### config.mk
export PLATFORM = sky130hd
export DESIGN_NAME = pcs_front
export DESIGN_NICKNAME = d
export VERILOG_FILES = /design/src/design/pcs_pkg.sv /design/src/design/pcs_front.sv
export SDC_FILE = /design/constraint.sdc
export NUM_CORES = 2
export LEC_CHECK = 0
export ABC_CLOCK_PERIOD_IN_PS = 3180
export BUFFER_PORTS_ARGS = -buffer_cell sky130_fd_sc_hd__buf_4
export CORE_ASPECT_RATIO = 1.5
export CORE_UTILIZATION = 30
export CTS_CLUSTER_DIAMETER = 60
export DETAILED_ROUTE_END_ITERATION = 16
export GPL_TIMING_DRIVEN = 0
export SYNTH_ARGS = -nofsm -noshare
export SYNTH_HDL_FRONTEND = slang
export SYNTH_SLANG_ARGS = --single-unit
### constraint.sdc
create_clock -name clk -period 3.18 [get_ports clk]
set_input_delay 0.477 -clock clk [delete_from_list [all_inputs] [get_ports clk]]
set_output_delay 0.477 -clock clk [all_outputs]
set_load 0.02 [all_outputs]
### src/design/pcs_pkg.sv
// ----------------------------------------------------------------------------
// pcs_pkg
// Shared types and constants of the co-rated Pearson similarity block.
// ----------------------------------------------------------------------------
`default_nettype none

package pcs_pkg;

    localparam int MEAN_W  = 19;
    localparam int RATE_W  = 3;
    localparam int SIM_W   = 16;
    localparam int CNT_W   = 11;
    localparam int ST_W    = 2;
    localparam int CROSS_W = 48;
    localparam int SQ_W    = 47;
    localparam int DEV_W   = 20;
    localparam int PROD_W  = 40;
    localparam int SQP_W   = 39;
    localparam int QDEPTH  = 2;
    localparam int QCNT_W  = 2;

    localparam logic [CNT_W-1:0]  COUNT_CAP  = 11'd1024;
    localparam logic [MEAN_W-1:0] MEAN_RESET = 19'd196608;

    localparam logic [ST_W-1:0] STATUS_OK   = 2'd0;
    localparam logic [ST_W-1:0] STATUS_FEW  = 2'd1;
    localparam logic [ST_W-1:0] STATUS_FLAT = 2'd2;

    typedef struct packed {
        logic [RATE_W-1:0] rating_first;
        logic [RATE_W-1:0] rating_second;
        logic              last_item;
    } item_t;

    typedef struct packed {
        logic signed [SIM_W-1:0] similarity;
        logic [CNT_W-1:0]        corated_count;
        logic [ST_W-1:0]         status;
    } result_t;

    typedef struct packed {
        logic signed [CROSS_W-1:0] cross_sum;
        logic [SQ_W-1:0]           first_square_sum;
        logic [SQ_W-1:0]           second_square_sum;
        logic [CNT_W-1:0]          pair_count;
    } sums_t;

endpackage

`default_nettype wire

### src/design/pcs_front.sv
// ----------------------------------------------------------------------------
// pcs_front
// Deviation products and saturating accumulation, one item per cycle.
// ----------------------------------------------------------------------------
`default_nettype none

module pcs_front (
    input  wire logic                     clk,
    input  wire logic                     rst_n,
    input  wire logic                     accept,
    input  wire pcs_pkg::item_t           item,
    input  wire logic [pcs_pkg::MEAN_W-1:0] mean_first,
    input  wire logic [pcs_pkg::MEAN_W-1:0] mean_second,
    input  wire logic [pcs_pkg::QCNT_W-1:0] q_count,
    output logic                          busy_last,
    output logic                          q_push,
    output pcs_pkg::sums_t                q_data
);

    logic                              s1_valid_reg;
    logic                              s1_last_reg;
    logic                              s1_rated_reg;
    logic signed [pcs_pkg::PROD_W-1:0] s1_cross_reg;
    logic [pcs_pkg::SQP_W-1:0]         s1_sq1_reg;
    logic [pcs_pkg::SQP_W-1:0]         s1_sq2_reg;

    logic signed [pcs_pkg::DEV_W-1:0]  du;
    logic signed [pcs_pkg::DEV_W-1:0]  dv;
    logic signed [pcs_pkg::PROD_W-1:0] p_uv;
    logic signed [pcs_pkg::PROD_W-1:0] p_uu;
    logic signed [pcs_pkg::PROD_W-1:0] p_vv;

    pcs_pkg::sums_t acc_reg;
    pcs_pkg::sums_t acc_upd;
    logic [pcs_pkg::CROSS_W:0] cross_ext;
    logic [pcs_pkg::SQ_W:0]    sq1_ext;
    logic [pcs_pkg::SQ_W:0]    sq2_ext;

    always_comb
    begin
        du = $signed({1'b0, item.rating_first, 16'b0}) - $signed({1'b0, mean_first});
        dv = $signed({1'b0, item.rating_second, 16'b0}) - $signed({1'b0, mean_second});
        p_uv = du * dv;
        p_uu = du * du;
        p_vv = dv * dv;
    end

    // stage one: register the three products
    always_ff @(posedge clk or negedge rst_n)
    begin
        if (!rst_n)
        begin
            s1_valid_reg <= 1'b0;
            s1_last_reg  <= 1'b0;
        end
        else
        begin
            s1_valid_reg <= accept;
            s1_last_reg  <= accept & item.last_item;
        end
    end

    always_ff @(posedge clk)
    begin
        if (accept)
        begin
            s1_rated_reg <= (item.rating_first != '0) && (item.rating_second != '0);
            s1_cross_reg <= p_uv;
            s1_sq1_reg   <= p_uu[pcs_pkg::SQP_W-1:0];
            s1_sq2_reg   <= p_vv[pcs_pkg::SQP_W-1:0];
        end
    end

    // stage two: saturating sums
    always_comb
    begin
        cross_ext = {acc_reg.cross_sum[pcs_pkg::CROSS_W-1], acc_reg.cross_sum}
                  + {{(pcs_pkg::CROSS_W+1-pcs_pkg::PROD_W){s1_cross_reg[pcs_pkg::PROD_W-1]}},
                     s1_cross_reg};
        sq1_ext = {1'b0, acc_reg.first_square_sum}
                + {{(pcs_pkg::SQ_W+1-pcs_pkg::SQP_W){1'b0}}, s1_sq1_reg};
        sq2_ext = {1'b0, acc_reg.second_square_sum}
                + {{(pcs_pkg::SQ_W+1-pcs_pkg::SQP_W){1'b0}}, s1_sq2_reg};
        acc_upd = acc_reg;
        if (s1_rated_reg)
        begin
            if (cross_ext[pcs_pkg::CROSS_W] != cross_ext[pcs_pkg::CROSS_W-1])
                acc_upd.cross_sum = cross_ext[pcs_pkg::CROSS_W] ?
                    {1'b1, {(pcs_pkg::CROSS_W-1){1'b0}}} :
                    {1'b0, {(pcs_pkg::CROSS_W-1){1'b1}}};
            else
                acc_upd.cross_sum = cross_ext[pcs_pkg::CROSS_W-1:0];
            acc_upd.first_square_sum = sq1_ext[pcs_pkg::SQ_W] ? '1 :
                                       sq1_ext[pcs_pkg::SQ_W-1:0];
            acc_upd.second_square_sum = sq2_ext[pcs_pkg::SQ_W] ? '1 :
                                        sq2_ext[pcs_pkg::SQ_W-1:0];
            if (acc_reg.pair_count < pcs_pkg::COUNT_CAP)
                acc_upd.pair_count = acc_reg.pair_count + 1'b1;
        end
    end

    always_ff @(posedge clk or negedge rst_n)
    begin
        if (!rst_n)
            acc_reg <= '0;
        else if (s1_valid_reg)
            acc_reg <= s1_last_reg ? '0 : acc_upd;
    end

    assign q_push    = s1_valid_reg & s1_last_reg;
    assign q_data    = acc_upd;
    assign busy_last = s1_valid_reg & s1_last_reg;

    a_push_room: assert property (@(posedge clk) disable iff (!rst_n)
        q_push |-> q_count < pcs_pkg::QCNT_W'(pcs_pkg::QDEPTH))
        else $error("front pushed into a full queue");

endmodule

`default_nettype wire

==> key figures <==
Global route
  – Grt ovf: 0
  – Initial antenna violation count: 22
  – First-pass GRT wire length: 327,000 µm
  – Overall Global Routing Usage: 21.7%
  – Pin count of the biggest net entering global routing: 99
  – Vias in the first global route: 52,900

STA
  – Crit share post-route: 267%
  – RSZ-0062 raised after global routing: yes
  – Setup Skew: 0.0364 ns
  – Slew at the pin closest to its max-slew limit: 1.32 ns
  – Final WS setup: -5.31 ns
  – Relative slew slack: 11.9%
  – Count of pins over their slew limit: 0
  – Max Fclk: 118 MHz
  – Crit path time final: 8.49 ns
  – Final setup viols: 390
  – Final Hold Violating Endpoints: 0

Yosys
  – Mapped Avg Cell Area: 9.02 µm²
  – Synth Instances: 6,632
  – Post-synthesis cell area: 0.0598 mm²
  – Cell variety after synth: 93
  – Top_reg_cell synth: dfrtp_1
  – EDFF count, synth: 117
  – Async S/R FF share, synth: 57.0%
  – Seq/Total Area, Yosys: 12.4%
  – YS warnings: 0
  – Yosys reg bits: 272

Setup path
  – CP Launch Point: mean_first[2]
  – Largest delay share family, worst path: adder cells
  – R2r startpoint: acc_reg[72]
  – Max incr delay on CP: 0.64 ns
  – WP data required: 3.50 ns
  – Max FO, Critical Path: 6
  – Crit-path most repeated cell: fa_1
  – CP Buf/Inv Count: 9
  – Worst EP arrival: 8.81 ns
  – CP Class: in -> reg
  – CP Capture Type: flop
  – CP Launch Type: input port
  – CP max stage cell: fa_2

Placement
  – Port bufs: 201
  – DP Area: 0.0686 mm²
  – Post-Place Worst Slack: -7.57 ns
  – Placer Congestion: 0.990
  – Post-DP HPWL: 181,000 µm

Detailed routing
  – Drt wl/cell: 22.4 µm
  – DR pass1 iterations: 7
  – DRC marker count from the first detailed-route iteration: 3,290
  – Vias/cell: 4.98
  – DRT antenna net count: 0
  – Post-detailed-routing wire length: 220,000 µm
  – Vias: 48,800
  – DR DRC count: 0

Layout
  – Commonest non-fill, non-tap cell in the layout: inv_1
  – P&R area growth vs syn: 25.8%
  – Max reg flops: 153
  – Finished layout cell area: 0.0753 mm²
  – Fin nets: 8,817
  – Most frequent cells in the layout: inv_1, fa_1, nand2_1, nor2_1, buf_4
  – Layout cells sized above 1: 21.8%
  – Fill cells: 19,600

Floorplan
  – I/O pin count: 205
  – Initial Utilization: 30.2%
  – Die ar.: 0.201 mm²
  – Die Span Y: 549 µm
  – Die Width: 367 µm
  – Core Region: 0.198 mm²
  – Row count: 200

Clock tree
  – Clock root buffer: clkbuf_16
  – CTS clk-pin slew, worst paths: 0.08 ns
  – Htree depth: 1
  – Clk buf depth: 3
  – CTS sink count: 272
  – Clk_lat worst skew: 0.60 ns
  – CTS Buf Count: 27
  – CTS tree: yes

Outcome
  – Status: complete, but fails checks
  – Violations in the final reports: negative setup slack

Hold path
  – Hold Path Class: in -> reg
  – Hold_sp: item[0]

Run
  – Max-Cap Viols: 0
-- kinds of logic (layout without fill, tap and decap cells) --
logic type | Yosys count | count (layout) | share of synthesized area (%)
buf+inv | 1781 | 2314 | 11.3
simple gates | 1628 | 1628 | 11.7
fa+ha+maj | 1623 | 1623 | 48.7
compound gates | 1004 | 1004 | 11.2
xor+xnor | 306 | 306 | 4.49
flops | 272 | 272 | 12.4
mux | 17 | 17 | 0.299
other cells | 1 | 10 | 0.00627
-- Yosys cell counts, types with 7 or more instances --
library cell | count | area, µm²
a31o_2 | 10 | 87.6
fa_1 | 1174 | 23500
nand2b_1 | 40 | 250
buf_1 | 17 | 63.8
ha_1 | 447 | 5590
clkbuf_1 | 199 | 747
a31oi_1 | 57 | 357
buf_2 | 19 | 95.1
or2_2 | 8 | 50.1
nor3_1 | 47 | 235
o211ai_1 | 16 | 120
o32ai_1 | 27 | 236
dfrtp_1 | 155 | 3880
and3_1 | 39 | 244
o21a_1 | 38 | 285
nor2_1 | 648 | 2430
nand2_1 | 602 | 2260
mux2i_1 | 10 | 100
o21ai_0 | 126 | 631
xnor2_1 | 200 | 1750
xor2_1 | 105 | 920
inv_1 | 1526 | 5730
nor2b_1 | 17 | 106
a41oi_1 | 8 | 70.1
a211oi_1 | 25 | 188
o21bai_1 | 51 | 383
nand4_1 | 26 | 163
o22a_1 | 7 | 61.3
edfxtp_1 | 117 | 3510
mux2_2 | 7 | 78.8
o21ai_1 | 47 | 235
and2_1 | 81 | 507
nor4_1 | 14 | 87.6
a21boi_0 | 7 | 52.6
or3_1 | 12 | 75.1
o31ai_1 | 14 | 105
nand3_1 | 65 | 325
a21oi_1 | 274 | 1370
clkinv_1 | 11 | 41.3
a22o_1 | 43 | 377
a21o_1 | 133 | 998
o2bb2ai_1 | 46 | 403
-- worst paths after layout --
| check | to | slack (ns) | cells past startpoint |
|---|---|---|---|
| setup / recovery | s1_cross_reg[37] | -5.31 | 35 |
| hold / removal | s1_last_reg | 0.11 | 2 |
| setup reg to reg | acc_reg[70] | -0.62 | 12 |
| hold reg to reg | acc_reg[89] | 0.55 | 1 |
| max in group asynchronous | acc_reg[41] | 1.72 | 3 |
| min in group asynchronous | acc_reg[80] | 0.39 | 2 |
-- metal layers --
layer,global-route usage (%),vias to the layer above,wire length (µm),share of wire (%)
met5,0,-,195,0.089
met4,14.6,28,17500,8.0
met3,3.23,620,13600,6.2
li1,-,21600,-,-
met2,38.7,1779,110000,50
met1,23.9,24800,78800,36
-- layout make-up --
cell class | count | area, µm² | share of cell area, %
flip-flops and latches | 272 | 7390 | 9.83
diodes | 8 | 20.0 | 0.0266
plain buffers | 235 | 2130 | 2.84
well taps | 2626 | 3290 | 4.37
multi-input cells | 4580 | 51400 | 68.3
repair buffers | 489 | 4220 | 5.60
clock buffers | 28 | 679 | 0.903
clock inverters | 21 | 228 | 0.303
inverters | 1541 | 5930 | 7.88
-- what timing repair did --
action	in CTS	in global routing
gates cloned	3	0
pin swaps	222	188
endpoints found under the hold margin	57	0
setup buffers	215	72
endpoints found under the setup margin	399	396
resized for setup	653	215
hold buffers	1	0
-- stage by stage --
stage / utilization (%) / hold slack, ns / std cells / setup TNS [ns]
floorplan: - / 0.181 / 6633 / -423.72
global placement: 34.6 / 0.518 / 9460 / -847.64
detailed placement: 34.6 / 0.465 / 9462 / -854.89
CTS: 37.4 / 0.0788 / 9728 / -688.60
global route: 38.0 / 0.104 / 9793 / -752.02
finish: 38.0 / 0.112 / 9800 / -681.00
Power is left out: the tool's default activity adds up to more than one toggle a clock period on the data nets, which glitch-free logic cannot reach.
