`src/design/pcs_pkg.sv`:
```
// ----------------------------------------------------------------------------
// pcs_pkg
// Shared types and constants of the co-rated Pearson similarity block.
// ----------------------------------------------------------------------------
`default_nettype none

package pcs_pkg;

    localparam int MEAN_W  = 19;
    localparam int RATE_W  = 3;
    localparam int SIM_W   = 16;
    localparam int CNT_W   = 11;
    localparam int ST_W    = 2;
    localparam int CROSS_W = 48;
    localparam int SQ_W    = 47;
    localparam int DEV_W   = 20;
    localparam int PROD_W  = 40;
    localparam int SQP_W   = 39;
    localparam int QDEPTH  = 2;
    localparam int QCNT_W  = 2;

    localparam logic [CNT_W-1:0]  COUNT_CAP  = 11'd1024;
    localparam logic [MEAN_W-1:0] MEAN_RESET = 19'd196608;

    localparam logic [ST_W-1:0] STATUS_OK   = 2'd0;
    localparam logic [ST_W-1:0] STATUS_FEW  = 2'd1;
    localparam logic [ST_W-1:0] STATUS_FLAT = 2'd2;

    typedef struct packed {
        logic [RATE_W-1:0] rating_first;
        logic [RATE_W-1:0] rating_second;
        logic              last_item;
    } item_t;

    typedef struct packed {
        logic signed [SIM_W-1:0] similarity;
        logic [CNT_W-1:0]        corated_count;
        logic [ST_W-1:0]         status;
    } result_t;

    typedef struct packed {
        logic signed [CROSS_W-1:0] cross_sum;
        logic [SQ_W-1:0]           first_square_sum;
        logic [SQ_W-1:0]           second_square_sum;
        logic [CNT_W-1:0]          pair_count;
    } sums_t;

endpackage

`default_nettype wire

```
`src/design/pcs_back.sv`:
```
// ----------------------------------------------------------------------------
// pcs_back
// Classifies one pair's sums and searches the clamped Q1.14 correlation.
// ----------------------------------------------------------------------------
`default_nettype none

module pcs_back (
    input  wire logic              clk,
    input  wire logic              rst_n,
    input  wire logic              rec_valid,
    input  wire pcs_pkg::sums_t    rec,
    output logic                   rec_pop,
    output pcs_pkg::result_t       result,
    output logic                   res_valid,
    input  wire logic              res_pop
);

    localparam int W   = 125;
    localparam int BW  = 48;
    localparam int MW  = 15;

    localparam logic [2:0] S_IDLE = 3'd0;
    localparam logic [2:0] S_MAB  = 3'd1;
    localparam logic [2:0] S_MNN  = 3'd2;
    localparam logic [2:0] S_ODD  = 3'd3;
    localparam logic [2:0] S_MT   = 3'd4;
    localparam logic [2:0] S_DONE = 3'd5;

    logic [2:0]         state_reg, state_next;
    logic [W-1:0]       ma_reg, ma_next;
    logic [BW-1:0]      mb_reg, mb_next;
    logic [W-1:0]       macc_reg, macc_next;
    logic [W-1:0]       prod_reg, prod_next;
    logic [W-1:0]       num2_reg, num2_next;
    logic [BW-1:0]      mag_reg, mag_next;
    logic               neg_reg, neg_next;
    logic [MW-1:0]      lo_reg, lo_next;
    logic [MW-1:0]      hi_reg, hi_next;
    logic [MW-1:0]      mid_reg, mid_next;
    logic [pcs_pkg::CNT_W-1:0] cnt_reg, cnt_next;
    logic [pcs_pkg::ST_W-1:0]  st_reg, st_next;
    logic               res_valid_reg, res_valid_next;
    pcs_pkg::result_t   res_reg, res_next;

    logic [MW:0]        mid_sum;
    logic [MW-1:0]      mid_w;
    logic [MW-1:0]      odd_w;
    logic [2*MW-1:0]    odd2_w;
    logic [BW-1:0]      cross_abs;
    logic signed [pcs_pkg::SIM_W-1:0] sim_w;

    always_comb
    begin
        mid_sum = {1'b0, lo_reg} + {1'b0, hi_reg} + 1'b1;
        mid_w   = mid_sum[MW:1];
        odd_w   = {mid_w[MW-2:0], 1'b0} - 1'b1;
        odd2_w  = odd_w * odd_w;
        cross_abs = rec.cross_sum[pcs_pkg::CROSS_W-1] ?
                    BW'(-rec.cross_sum) : BW'(rec.cross_sum);
        sim_w = neg_reg ? -$signed({1'b0, lo_reg}) : $signed({1'b0, lo_reg});
    end

    always_comb
    begin
        state_next     = state_reg;
        ma_next        = ma_reg;
        mb_next        = mb_reg;
        macc_next      = macc_reg;
        prod_next      = prod_reg;
        num2_next      = num2_reg;
        mag_next       = mag_reg;
        neg_next       = neg_reg;
        lo_next        = lo_reg;
        hi_next        = hi_reg;
        mid_next       = mid_reg;
        cnt_next       = cnt_reg;
        st_next        = st_reg;
        res_valid_next = res_valid_reg & ~res_pop;
        res_next       = res_reg;
        rec_pop        = 1'b0;

        // shift-add step, shared by all products
        if (mb_reg != '0)
        begin
            if (mb_reg[0])
                macc_next = macc_reg + ma_reg;
            ma_next = {ma_reg[W-2:0], 1'b0};
            mb_next = {1'b0, mb_reg[BW-1:1]};
        end

        case (state_reg)
            S_IDLE:
            begin
                if (rec_valid)
                begin
                    rec_pop  = 1'b1;
                    cnt_next = rec.pair_count;
                    lo_next  = '0;
                    neg_next = 1'b0;
                    if (rec.pair_count < 2)
                    begin
                        st_next    = pcs_pkg::STATUS_FEW;
                        state_next = S_DONE;
                    end
                    else if (rec.first_square_sum == '0 || rec.second_square_sum == '0)
                    begin
                        st_next    = pcs_pkg::STATUS_FLAT;
                        state_next = S_DONE;
                    end
                    else
                    begin
                        st_next    = pcs_pkg::STATUS_OK;
                        neg_next   = rec.cross_sum[pcs_pkg::CROSS_W-1];
                        mag_next   = cross_abs;
                        ma_next    = W'(rec.first_square_sum);
                        mb_next    = BW'(rec.second_square_sum);
                        macc_next  = '0;
                        state_next = S_MAB;
                    end
                end
            end
            S_MAB:
            begin
                if (mb_reg == '0)
                begin
                    prod_next  = macc_reg;
                    ma_next    = W'(mag_reg);
                    mb_next    = mag_reg;
                    macc_next  = '0;
                    state_next = S_MNN;
                end
            end
            S_MNN:
            begin
                if (mb_reg == '0)
                begin
                    num2_next  = {macc_reg[W-31:0], 30'b0};
                    lo_next    = '0;
                    hi_next    = MW'(16384);
                    state_next = S_ODD;
                end
            end
            S_ODD:
            begin
                if (lo_reg < hi_reg)
                begin
                    mid_next   = mid_w;
                    ma_next    = prod_reg;
                    mb_next    = BW'(odd2_w);
                    macc_next  = '0;
                    state_next = S_MT;
                end
                else
                    state_next = S_DONE;
            end
            S_MT:
            begin
                if (mb_reg == '0)
                begin
                    if (macc_reg <= num2_reg)
                        lo_next = mid_reg;
                    else
                        hi_next = mid_reg - 1'b1;
                    state_next = S_ODD;
                end
            end
            S_DONE:
            begin
                if (!res_valid_reg || res_pop)
                begin
                    res_valid_next         = 1'b1;
                    res_next.similarity    = sim_w;
                    res_next.corated_count = cnt_reg;
                    res_next.status        = st_reg;
                    state_next             = S_IDLE;
                end
            end
            default:
                state_next = S_IDLE;
        endcase
    end

    always_ff @(posedge clk or negedge rst_n)
    begin
        if (!rst_n)
        begin
            state_reg     <= S_IDLE;
            res_valid_reg <= 1'b0;
            mb_reg        <= '0;
        end
        else
        begin
            state_reg     <= state_next;
            res_valid_reg <= res_valid_next;
            mb_reg        <= mb_next;
        end
    end

    always_ff @(posedge clk)
    begin
        ma_reg   <= ma_next;
        macc_reg <= macc_next;
        prod_reg <= prod_next;
        num2_reg <= num2_next;
        mag_reg  <= mag_next;
        neg_reg  <= neg_next;
        lo_reg   <= lo_next;
        hi_reg   <= hi_next;
        mid_reg  <= mid_next;
        cnt_reg  <= cnt_next;
        st_reg   <= st_next;
        res_reg  <= res_next;
    end

    assign result    = res_reg;
    assign res_valid = res_valid_reg;

    a_ok_count: assert property (@(posedge clk) disable iff (!rst_n)
        res_valid_reg && res_reg.status == pcs_pkg::STATUS_OK |->
        res_reg.corated_count >= 2)
        else $error("computed result with too few co-rated items");

    a_zero_sim: assert property (@(posedge clk) disable iff (!rst_n)
        res_valid_reg && res_reg.status != pcs_pkg::STATUS_OK |->
        res_reg.similarity == '0)
        else $error("special-case result carries nonzero similarity");

    a_hold: assert property (@(posedge clk) disable iff (!rst_n)
        res_valid_reg && !res_pop |=> res_valid_reg && $stable(res_reg))
        else $error("waiting result changed");

    a_pop_idle: assert property (@(posedge clk) disable iff (!rst_n)
        rec_pop |-> state_reg == S_IDLE && rec_valid)
        else $error("record taken outside idle");

endmodule

`default_nettype wire

```
`config.mk`:
```
export PLATFORM = sky130hd
export DESIGN_NAME = pcs_back
export DESIGN_NICKNAME = d
export VERILOG_FILES = /design/src/design/pcs_pkg.sv /design/src/design/pcs_back.sv
export SDC_FILE = /design/constraint.sdc
export NUM_CORES = 2
export LEC_CHECK = 0
export ABC_CLOCK_PERIOD_IN_PS = 10450
export BUFFER_PORTS_ARGS = -buffer_cell sky130_fd_sc_hd__buf_2
export CAP_MARGIN = 20
export CORE_AREA = 2 2 385 234
export DETAILED_ROUTE_END_ITERATION = 12
export DIE_AREA = 0 0 387 236
export PLACE_DENSITY = 0.75
export REMOVE_ABC_BUFFERS = 1
export SETUP_SLACK_MARGIN = 0.2
export SYNTH_ARGS = -nofsm -noshare
export SYNTH_HDL_FRONTEND = slang
export SYNTH_SLANG_ARGS = --single-unit
```
`constraint.sdc`:
```
create_clock -name clk -period 10.45 [get_ports clk]
set_clock_uncertainty 0.05 [all_clocks]
set_input_delay 2.6125 -clock clk [delete_from_list [all_inputs] [get_ports clk]]
set_output_delay 2.6125 -clock clk [all_outputs]
set_load 0.005 [all_outputs]
```
==> impl_metrics.toml <==
[place]
preCtsSetupSlack_ns = 0.3784
port_buffers = 187
place_congestion = 1.058
placed_cell_area_um2 = 45830
detailed_place_hpwl_um = 115800

[clocking]
cts_buffer_depth = 3
ctsRootBufferMaster = "clkbuf_16"
htree_levels = 3
clk_pin_slew_ns = 0.07
cts_tree = "yes"
clk_latency_ns = 0.67
cts_buffers = 68
cts_sinks = 658

[final_layout]
finalNetCount = 5352
stdcell_area_um2 = 48230
drive_gt1_share_pct = 9.238
area_delta_synth_final_pct = 10.59

[setup_path]
critical_path_class = "reg2reg"
critical-path-slowest-cell = "fa_1"
r2r_slack_ns = 0.72
slowest_delay_ns = 0.55
startpoint = "lo_reg[1]"
startpoint_type = "flip-flop"
cp_max_fo = 11
required_ns = 10.98
cp.arrival_ns = 10.26
critPathCaptureType = "flip-flop"
r2r-end = "mb_reg[29]"
reg2reg_from = "lo_reg[1]"
r2r_cells = 35
critPathCapture = "mb_reg[29]"

[global_routing]
grt_pass1_vias = 34580
grt_max_degree = 163
grt_pass1_wl_um = 224200
track_usage_pct = 32.36
antenna_found_initial = 6
grt-ovfl-total = 0

[job]
cap_viol_max_count = 0

[sta]
setup-tns-final_ns = 0
fin_ws_ns = 0.7176
slew_violations = 0
fin_crit_ns = 9.732
worstMarginPinSlew_ns = 1.227
post-route-period-util_pct = 93.13
grt_setup_unrepaired = "false"
relSlewSlack_pct = 18.20
setup_viol = 0
report.final.hold_viol_count = 0
fmax_mhz = 102.8

[logic_synthesis]
synth_common_cells = "inv_1 (460), a21oi_1 (413), edfxtp_1 (356)"
synth.cell_area_um2 = 43610
synth.most_common_cell = "inv_1"
synth_edf_count = 356
syn_inst = 4610
ys_ff_latch = 658
async_reset_ff_share_pct = 7.903
synth.avg_cell_area_um2 = 9.461
yosys.area.top_type_share_pct = 24.51
synth_seq_area_share_pct = 38.97
synth_cell_types = 83
yosysTopAreaCell = "edfxtp_1"
synthFlopType = "edfxtp_1"
yosysWarningCount = 0
synthTopCellsByArea = "edfxtp_1 (25%), dfxtp_1 (11%), ha_1 (9.7%)"

[detailed_routing]
highest_layer = "met5"
wl_met1_um = 68340
drcViolationCount = 0
wl_per_cell_um = 25.36
drt_wl_total_um = 150900
viasPerCell = 6.376
postRouteAntennaNets = 0
dr.pass1.iters = 9
dr_wl_met3_um = 24300
met2_length_um = 55540
drt_iter0_drc = 5690
vias = 37936

[floorplanning]
die_area_um2 = 91330
die_h_um = 236
start_util_pct = 49.35
core_area_um2 = 88380
rows = 85
die_w_um = 387
ioPinCount = 188

[min_path]
hold_path.class = "reg2reg"
min-delay-start = "cnt_reg[7]"

[outcome]
outcome = "finished, final reports clean"
per-stage QoR:
stage / instances / hold slack (ns) / util (%)
5_1_grt: 5949 / 0.3776 / 54.57
6_report: 5950 / 0.3675 / 54.57
3_3_place_gp: 5819 / 0.3529 / 51.82
4_1_cts: 5945 / 0.3675 / 54.45
2_1_floorplan: 4395 / 0.3503 / -
3_5_place_dp: 5820 / 0.3545 / 51.85
how the worst min path moves through the flow:
stage                     slack [ns]         to  depth (start not counted)
after floorplan                 0.35  result[0]                          0
after global placement          0.35  result[0]                          0
after detailed placement        0.35  result[5]                          0
after CTS                       0.37  result[9]                          0
after global routing            0.38  result[6]                          0
final                           0.37  result[9]                          0
metal layers:
metal,track usage (%),up-vias
met1,51.26,18327
li1,-,16976
met3,12.68,173
met5,0.5714,-
met4,6.631,4
met2,40.11,2456
cells by family (layout without fill, tap and decap cells):
kind of cell	after synthesis	in the layout	synth area share [%]
xor gates and xnor gates	225	225	4.550
and+or+nand+nor	1151	1151	12.67
AOI/OAI and AO/OA	1316	1316	19.54
adders and majority gates	476	476	16.03
buffers and inverters	682	846	5.873
muxes	102	102	2.361
DFF	658	658	38.97
other	0	2	0
cells in the final DEF (no fill, tap or decap), types with 34 or more instances in the layout:
| cell | n |
|---|---|
| a211oi_1 | 34 |
| a21o_1 | 110 |
| a21oi_1 | 411 |
| a221oi_1 | 41 |
| a222oi_1 | 86 |
| buf_2 | 188 |
| buf_4 | 61 |
| clkbuf_16 | 68 |
| dfrtp_1 | 51 |
| dfxtp_1 | 250 |
| edfxtp_1 | 356 |
| fa_1 | 138 |
| ha_1 | 338 |
| inv_1 | 459 |
| mux2i_1 | 95 |
| nand2_1 | 317 |
| nand3_1 | 57 |
| nand4_1 | 95 |
| nor2_1 | 328 |
| nor2b_1 | 65 |
| nor3_1 | 65 |
| nor4_1 | 58 |
| o21a_1 | 61 |
| o21ai_0 | 311 |
| o21bai_1 | 48 |
| o31ai_1 | 39 |
| xnor2_1 | 174 |
| xor2_1 | 48 |
worst max-delay path, delay by kind of cell (launching register included):
kind	cells	cell delay, ns
fa+ha+maj	8	3.91
compound gates	10	2.58
simple gates	6	1.09
buf+inv	8	0.81
xor+xnor	3	0.76
flops	1	0.42
cell type report:
class	instances	area (µm²)
sequential	658	17000
timing repair buffer	254	1490
inverter	467	1763
clock buffer	86	1809
fill	7808	40150
clock inverter	39	486.7
antenna	2	5.005
multi-input combinational	3270	24210
tap	1174	1469
what timing repair did:
action | CTS | global route
setup buffers | 0 | 0
resized for setup | 0 | 13
endpoints found under the hold margin | 0 | 0
setup endpoints to repair | 0 | 12
hold buffers | 0 | 0
Power is left out: the tool's default activity adds up to more than one toggle a clock period on the data nets, which glitch-free logic cannot reach.
