### src/design/pcs_pkg.sv
// ----------------------------------------------------------------------------
// pcs_pkg
// Shared types and constants of the co-rated Pearson similarity block.
// ----------------------------------------------------------------------------
`default_nettype none

package pcs_pkg;

    localparam int MEAN_W  = 19;
    localparam int RATE_W  = 3;
    localparam int SIM_W   = 16;
    localparam int CNT_W   = 11;
    localparam int ST_W    = 2;
    localparam int CROSS_W = 48;
    localparam int SQ_W    = 47;
    localparam int DEV_W   = 20;
    localparam int PROD_W  = 40;
    localparam int SQP_W   = 39;
    localparam int QDEPTH  = 2;
    localparam int QCNT_W  = 2;

    localparam logic [CNT_W-1:0]  COUNT_CAP  = 11'd1024;
    localparam logic [MEAN_W-1:0] MEAN_RESET = 19'd196608;

    localparam logic [ST_W-1:0] STATUS_OK   = 2'd0;
    localparam logic [ST_W-1:0] STATUS_FEW  = 2'd1;
    localparam logic [ST_W-1:0] STATUS_FLAT = 2'd2;

    typedef struct packed {
        logic [RATE_W-1:0] rating_first;
        logic [RATE_W-1:0] rating_second;
        logic              last_item;
    } item_t;

    typedef struct packed {
        logic signed [SIM_W-1:0] similarity;
        logic [CNT_W-1:0]        corated_count;
        logic [ST_W-1:0]         status;
    } result_t;

    typedef struct packed {
        logic signed [CROSS_W-1:0] cross_sum;
        logic [SQ_W-1:0]           first_square_sum;
        logic [SQ_W-1:0]           second_square_sum;
        logic [CNT_W-1:0]          pair_count;
    } sums_t;

endpackage

`default_nettype wire

### src/design/pcs_queue.sv
// ----------------------------------------------------------------------------
// pcs_queue
// Two-entry queue of finished pair sums between front and back.
// ----------------------------------------------------------------------------
`default_nettype none

module pcs_queue (
    input  wire logic                       clk,
    input  wire logic                       rst_n,
    input  wire logic                       push,
    input  wire pcs_pkg::sums_t             wdata,
    input  wire logic                       pop,
    output pcs_pkg::sums_t                  rdata,
    output logic                            not_empty,
    output logic [pcs_pkg::QCNT_W-1:0]      count
);

    pcs_pkg::sums_t                  mem_reg [pcs_pkg::QDEPTH];
    logic                            wr_ptr_reg;
    logic                            rd_ptr_reg;
    logic [pcs_pkg::QCNT_W-1:0]      count_reg;
    logic                            do_pop;

    function automatic logic [pcs_pkg::QCNT_W-1:0] QCNT_ONE(input logic b);
        QCNT_ONE = {{(pcs_pkg::QCNT_W-1){1'b0}}, b};
    endfunction

    assign do_pop    = pop & (count_reg != '0);
    assign rdata     = mem_reg[rd_ptr_reg];
    assign not_empty = count_reg != '0;
    assign count     = count_reg;

    always_ff @(posedge clk)
    begin
        if (push)
            mem_reg[wr_ptr_reg] <= wdata;
    end

    always_ff @(posedge clk or negedge rst_n)
    begin
        if (!rst_n)
        begin
            wr_ptr_reg <= 1'b0;
            rd_ptr_reg <= 1'b0;
            count_reg  <= '0;
        end
        else
        begin
            if (push)
                wr_ptr_reg <= ~wr_ptr_reg;
            if (do_pop)
                rd_ptr_reg <= ~rd_ptr_reg;
            count_reg <= count_reg + QCNT_ONE(push) - QCNT_ONE(do_pop);
        end
    end

    a_count_range: assert property (@(posedge clk) disable iff (!rst_n)
        count_reg <= pcs_pkg::QCNT_W'(pcs_pkg::QDEPTH))
        else $error("queue count beyond depth");

endmodule

`default_nettype wire

### config.mk
export PLATFORM = sky130hd
export DESIGN_NAME = pcs_queue
export DESIGN_NICKNAME = d
export VERILOG_FILES = /design/src/design/pcs_pkg.sv /design/src/design/pcs_queue.sv
export SDC_FILE = /design/constraint.sdc
export NUM_CORES = 1
export LEC_CHECK = 0
export ABC_AREA = 1
export BUFFER_PORTS_ARGS = -buffer_cell sky130_fd_sc_hd__buf_2
export CORE_ASPECT_RATIO = 0.6
export CORE_MARGIN = 4
export CORE_UTILIZATION = 45
export CTS_CLUSTER_SIZE = 14
export DETAILED_ROUTE_END_ITERATION = 12
export HOLD_SLACK_MARGIN = 0.06
export PLACE_DENSITY_LB_ADDON = 0.1
export SLEW_MARGIN = 20
export SYNTH_ARGS = -nofsm -noshare
export SYNTH_HDL_FRONTEND = slang
export SYNTH_SLANG_ARGS = --single-unit
### constraint.sdc
create_clock -name clk -period 8.4 [get_ports clk]
set_input_delay 0.42 -clock clk [delete_from_list [all_inputs] [get_ports clk]]
set_output_delay 0.42 -clock clk [all_outputs]
set_load 0.05 [all_outputs]
==> impl_metrics.yaml, run 1 <==
status:
  status: "finished clean"
sta:
  slew_headroom_pct: 29.3
  worstMarginPinSlew_ns: 1.06
  tns_ns: 0
  rsz0062_at_grt: "no"
  setup_viol: 0
  period_minus_slack_ns: 3.82
  skew_ns: 0.0116
  slew_violations: 0
  period_share_pct: 45.5
  fmax_mhz: 262
  hold_violations: 0
critical_path:
  cp_max_fo: 84
  cp_slowest_cell: "buf_4"
  critPathRequiredTime_ns: 7.98
  timing.rr.start: "wr_ptr_reg"
  critPathLaunchType: "flip-flop"
  timing.critical_path.mode_cell: "nand2_1"
  crit_end: "rdata[63]"
  crit_type: "reg2out"
  rr_endpoint: "mem_reg[1][83]"
  crit_cells: 5
  crit_start: "rd_ptr_reg"
  r2r_slack_ns: 5.97
  max_stage_delay_ns: 0.77
  reg2reg_depth: 3
  arrival_ns: 3.40
  crit_family: "buffers and inverters"
  endpoint_kind: "primary output"
  path_cells: "inv_4, buf_4, nand2_1, nand2_1, buf_2"
  crit_buf_inv: 3
placed_design:
  dp_hpwl_um: 16400
  gp_congestion: 0.789
  post_dp_cell_area_mm2: 0.0132
  numPortBuffers: 312
clock_network:
  cts.clk_slew.worst_paths_ns: 0.06
  cts.path.max_buffers: 3
  worstSkewPairLatency_ns: 0.54
  cts_resized: 0
  cts_root_buf: "clkbuf_16"
  cts_buffers: 29
  htreeDepth: 1
  cts_tree: "yes"
  clock_sinks: 310
drt:
  wl_um: 26900
  wl_met1_um: 11700
  vias: 7474
  avgViaCountPerCell: 4.57
  drtIter0Drc: 497
  wl_met2_um: 12700
  highest-signal-layer: "met4"
  drc: 0
  wl_met3_um: 1970
  drtAntennaViolNets: 0
  drt_pass1_iterations: 5
  wl_per_cell_um: 16.4
synth:
  synthesis.area_mm2: 0.0113
  ys_seq_area_share_pct: 82.2
  ys_warn_count: 0
  syn_nets: 986
  syn_avg_cell_area_um2: 13.7
  synthesis.instances: 827
  synth_cell_types: 12
  ys_seq_elements: 310
grt:
  grt_util_all_layers_pct: 18.6
  grt_max_degree: 92
  gr-total-overflow: 0
  antenna_found_initial: 3
  grt_pass1_vias: 7252
  grt_pass1_wl_um: 40300
floorplanning:
  num_rows: 44
  core_mm2: 0.0244
  die-area_mm2: 0.0278
  start_util_pct: 46.2
  ioPinCount: 313
  chipHeight_um: 131
  die_w_um: 213
min_path:
  min_path_type: "in2reg"
layout:
  final_area_mm2: 0.0155
  largest_register_ffs: 306
  drive_gt1_share_pct: 27.5
  area_growth_syn_to_layout_pct: 37.3
  fillerInstances: 1901
  finish.net_count: 1449
pwr:
  ir_drop_uv: 220
  cellPowerDensity_mw_per_mm2: 391
  cellLeakagePower_nw: 6.69
job:
  max-cap-violations: 0
cell type report:
class	count	area, um^2	share of cell area, %
clock inverter	15	124	0.798
sequential	310	9290	59.9
clock buffer	37	756	4.87
timing repair buffer	465	3080	19.8
inverter	9	41.3	0.266
multi-input combinational	475	1820	11.7
antenna	3	7.51	0.0484
tap	322	403	2.60
synth_stat cells:
cell type / number / area (um^2)
buf_2: 17 / 85.1
edfxtp_1: 306 / 9190
xor2_1: 1 / 8.76
nand2_1: 469 / 1760
ha_1: 2 / 25.0
clkbuf_1: 9 / 33.8
buf_4: 7 / 52.6
nand3_1: 2 / 10.0
dfrtp_1: 4 / 100
inv_1: 8 / 30.0
nor2_1: 1 / 3.75
inv_2: 1 / 3.75
layer usage:
metal  vias up  track usage, %
met5         -               0
met4         0            4.05
met3        38            5.32
met2       226            29.4
met1      3493            26.1
li1       3717               -
metrics by stage:
stage                     hold slack [ns]  power [mW]  std cells  setup slack, ns  utilization (%)
after floorplan                     0.124        4.23        827            0.871                -
after global placement              0.235        4.85       1434             5.07             53.8
after detailed placement            0.234        4.85       1434             5.05             53.8
after CTS                          0.0605        6.14       1631             4.46             63.4
after global routing               0.0619        6.38       1636             4.27             63.5
final                              0.0891        6.07       1636             4.58             63.5
where the power goes:
group | internal [mW] | leakage, nW | switching [mW]
clock network | 0.694 | 0.427 | 0.533
registers | 2.06 | 2.92 | 0.115
logic | 0.514 | 3.34 | 2.16
what timing repair did:
item | in CTS | in global routing
hold buffers | 145 | 2
hold endpoints to repair | 289 | 4
buffers inserted | 0 | 0
placed cells by master (no fill, tap or decap):
master         count
xor2_1             1
clkinvlp_4         2
dfrtp_1            3
inv_1              7
dfrtp_4            1
nand3_1            2
nand2_1          469
inv_4              1
edfxtp_1         306
nor2_4             1
clkinv_1           5
ha_1               2
dlygate4sd3_1    147
diode_2            3
buf_4              6
bufinv_16          2
clkbuf_16         29
inv_6              1
clkinv_2           6
clkbuf_1           8
buf_2            312
worst min-delay path by stage:
| stage | startpoint | endpoint | slack (ns) | cells past startpoint |
|---|---|---|---|---|
| floorplan | rst_n | count[0] | 0.12 | 0 |
| global placement | rst_n | rd_ptr_reg | 0.23 | 1 |
| detailed placement | rst_n | count[0] | 0.23 | 1 |
| CTS | wdata[14] | mem_reg[0][14] | 0.06 | 1 |
| global route | wdata[12] | mem_reg[1][12] | 0.06 | 1 |
| finish | wdata[22] | mem_reg[1][22] | 0.09 | 1 |
cell families after synthesis:
group,after synthesis,share of synthesized area [%]
AND/OR/NAND/NOR,472,15.7
buffers and inverters,42,1.82
adder cells (fa/ha/maj),2,0.221
XOR/XNOR,1,0.0775
flip-flops,310,82.2
(Power assumes the default switching activity.)
==> run 2, diff against run 1 <==
--- a/config.mk
+++ b/config.mk
@@ -5,7 +5,7 @@
 export SDC_FILE = /design/constraint.sdc
 export NUM_CORES = 1
 export LEC_CHECK = 0
-export ABC_AREA = 1
+export ABC_AREA = 0
 export BUFFER_PORTS_ARGS = -buffer_cell sky130_fd_sc_hd__buf_2
 export CORE_ASPECT_RATIO = 0.6
 export CORE_MARGIN = 4
==> constraint.sdc (replaced) <==
create_clock -name clk -period 3.23 [get_ports clk]
set_input_delay 0.1615 -clock clk [delete_from_list [all_inputs] [get_ports clk]]
set_output_delay 0.1615 -clock clk [all_outputs]
set_load 0.05 [all_outputs]
==> impl_metrics.yaml, run 2 <==
critical_path:
  critPathRequiredTime_ns: 3.07
  rr_endpoint: "mem_reg[1][55]"
  crit_end: "rdata[1]"
  endpoint_kind: "primary output"
  timing.rr.start: "wr_ptr_reg"
  arrival_ns: 2.53
  reg2reg_depth: 2
  r2r_slack_ns: 1.41
  critPathLaunchType: "flip-flop"
  crit_type: "reg2out"
  cp_max_fo: 47
  crit_start: "rd_ptr_reg"
placed_design:
  gp_congestion: 0.788
  post_dp_cell_area_mm2: 0.0134
  dp_hpwl_um: 16600
  post-place-cells: 1117
  numPortBuffers: 312
clock_network:
  cts.clk_slew.worst_paths_ns: 0.06
  clock_sinks: 310
  cts_resized: 0
  cts_tree: "yes"
  cts_root_buf: "clkbuf_16"
  worstSkewPairLatency_ns: 0.54
  post_cts.repair.setup_buffers: 0
  cts_buffers: 30
  htreeDepth: 1
  ctsHoldBuffers: 157
  cts.path.max_buffers: 3
synth:
  synth.area.mux_share_pct: 17.0
  synthXorXnorAreaFrac_pct: 0.306
  synth-compound-area-share_pct: 0.0655
  ys.flop_type: "edfxtp_1"
  yosysMostFrequentCell: "edfxtp_1"
  syn_avg_cell_area_um2: 23.3
  synthesis.area_mm2: 0.0115
  synth_cell_types: 14
  ys_seq_area_share_pct: 81.0
  synth_area_leaders: "edfxtp_1 (80%), mux2_2 (9.1%), mux2_4 (7.9%)"
  synth_top_area_cell: "edfxtp_1"
  synth_edf_count: 306
  syn_nets: 651
  ys_warn_count: 0
  synth_top_family_by_area: "multiplexers"
  ys_seq_elements: 310
  synth_fa_ha_area_share_pct: 0.218
  yosysTopAreaCellShare_pct: 80.1
  synth-simple-area-share_pct: 0.164
  synthesis.instances: 492
  synth-async-reset-ratio_pct: 1.29
  synth_commonest_cells: "edfxtp_1 (306), mux2_2 (93), mux2_4 (60)"
layout:
  layout_common_cells: "buf_2 (312), edfxtp_1 (306), dlygate4sd3_1 (157), mux2_2 (93), mux2_4 (60)"
  final_common_cell: "buf_2"
  fin_cells: 1328
  drive_gt1_share_pct: 51.5
  finish.net_count: 1143
  area_growth_syn_to_layout_pct: 39.4
  largest_register_ffs: 306
  fillerInstances: 1747
  final_area_mm2: 0.0160
pwr:
  cellLeakagePower_nw: 6.25
  cellPowerDensity_mw_per_mm2: 973
  ir_drop_uv: 664
  total_power_mw: 15.6
drt:
  drc: 0
  highest-signal-layer: "met4"
  wl_met1_um: 10900
  wl_met3_um: 1560
  avgViaCountPerCell: 4.79
  wl_met2_um: 12800
  wl_per_cell_um: 19.4
  drt_pass1_iterations: 5
  vias: 6358
  drtAntennaViolNets: 0
  wl_um: 25800
  drtIter0Drc: 313
grt:
  antenna_found_initial: 2
  grt_pass1_wl_um: 39500
  grt_pass1_vias: 6961
  grt_util_all_layers_pct: 17.8
  grt_max_degree: 116
  gr-total-overflow: 0
sta:
  rsz0062_at_grt: "no"
  hold_ws_ns: 0.343
  skew_ns: 0.00718
  hold_violations: 0
  slew_headroom_pct: 51.1
  setup_viol: 0
  slew_violations: 0
  tns_ns: 0
  period_minus_slack_ns: 2.69
  fmax_mhz: 371
  period_share_pct: 83.4
  worstMarginPinSlew_ns: 0.733
floorplanning:
  core_mm2: 0.0246
  die_w_um: 214
  num_rows: 44
  chipHeight_um: 132
  start_util_pct: 46.6
  ioPinCount: 313
  die-area_mm2: 0.0282
job:
  max-cap-violations: 0
status:
  status: "finished clean"
min_path:
  min_path_type: "in2reg"
[run 2: cell count changes after synthesis, sizes merged, moves of 2 or more]
cell    delta
xnor2      +2
nand3      -2
clkbuf     -9
inv        -7
mux2     +153
nand2    -469
buf        -7
[run 2: area by class of cell]
class | instances | area (um^2) | area share (%)
Timing Repair Buffer | 477 | 3260 | 20.4
Tap cell | 322 | 403 | 2.52
Antenna cell | 2 | 5.00 | 0.0313
Multi-Input combinational cell | 163 | 2040 | 12.8
Sequential cell | 310 | 9290 | 58.1
Clock inverter | 12 | 168 | 1.05
Clock buffer | 40 | 810 | 5.06
Inverter | 2 | 7.51 | 0.0470
[run 2: where the power goes]
group | internal (mW) | switching (mW) | leakage (nW)
Clock | 2.07 | 1.38 | 0.476
Sequential | 5.34 | 0.313 | 2.92
Combinational | 1.95 | 4.50 | 2.85
[run 2: critical path: stages (launching register included)]
cell and delay, ns:
dfrtp_4 0.88, buf_12 0.40, mux2_2 0.39, buf_2 0.21
[run 2: worst min path at each step]
stage / startpoint / to / slack, ns / cells past startpoint
4_1_cts: wdata[141] / mem_reg[0][141] / 0.31 / 2
3_5_place_dp: rst_n / count[1] / -0.03 / 1
5_1_grt: wdata[71] / mem_reg[1][71] / 0.31 / 2
6_report: wdata[57] / mem_reg[1][57] / 0.34 / 2
2_1_floorplan: rst_n / count[0] / -0.13 / 0
3_3_place_gp: rst_n / count[0] / -0.03 / 1
[run 2: routing by layer]
layer | vias up | global-route usage, %
li1 | 2944 | -
met1 | 3159 | 23.2
met2 | 214 | 30.4
met3 | 41 | 4.55
met4 | 0 | 4.03
met5 | - | 0
[run 2: through the flow]
stage | utilization (%) | setup slack, ns
2_1_floorplan | - | 0.113
3_3_place_gp | 54.6 | 1.14
3_5_place_dp | 54.6 | 1.11
4_1_cts | 64.9 | 0.518
5_1_grt | 65.0 | 0.431
6_report | 65.0 | 0.537
[run 2: kinds of logic after synthesis]
logic type	Yosys count
buffers and inverters	19
xor gates and xnor gates	4
and+or+nand+nor	3
adders and majority gates	2
DFF	310
AOI/OAI and AO/OA	1
muxes	153
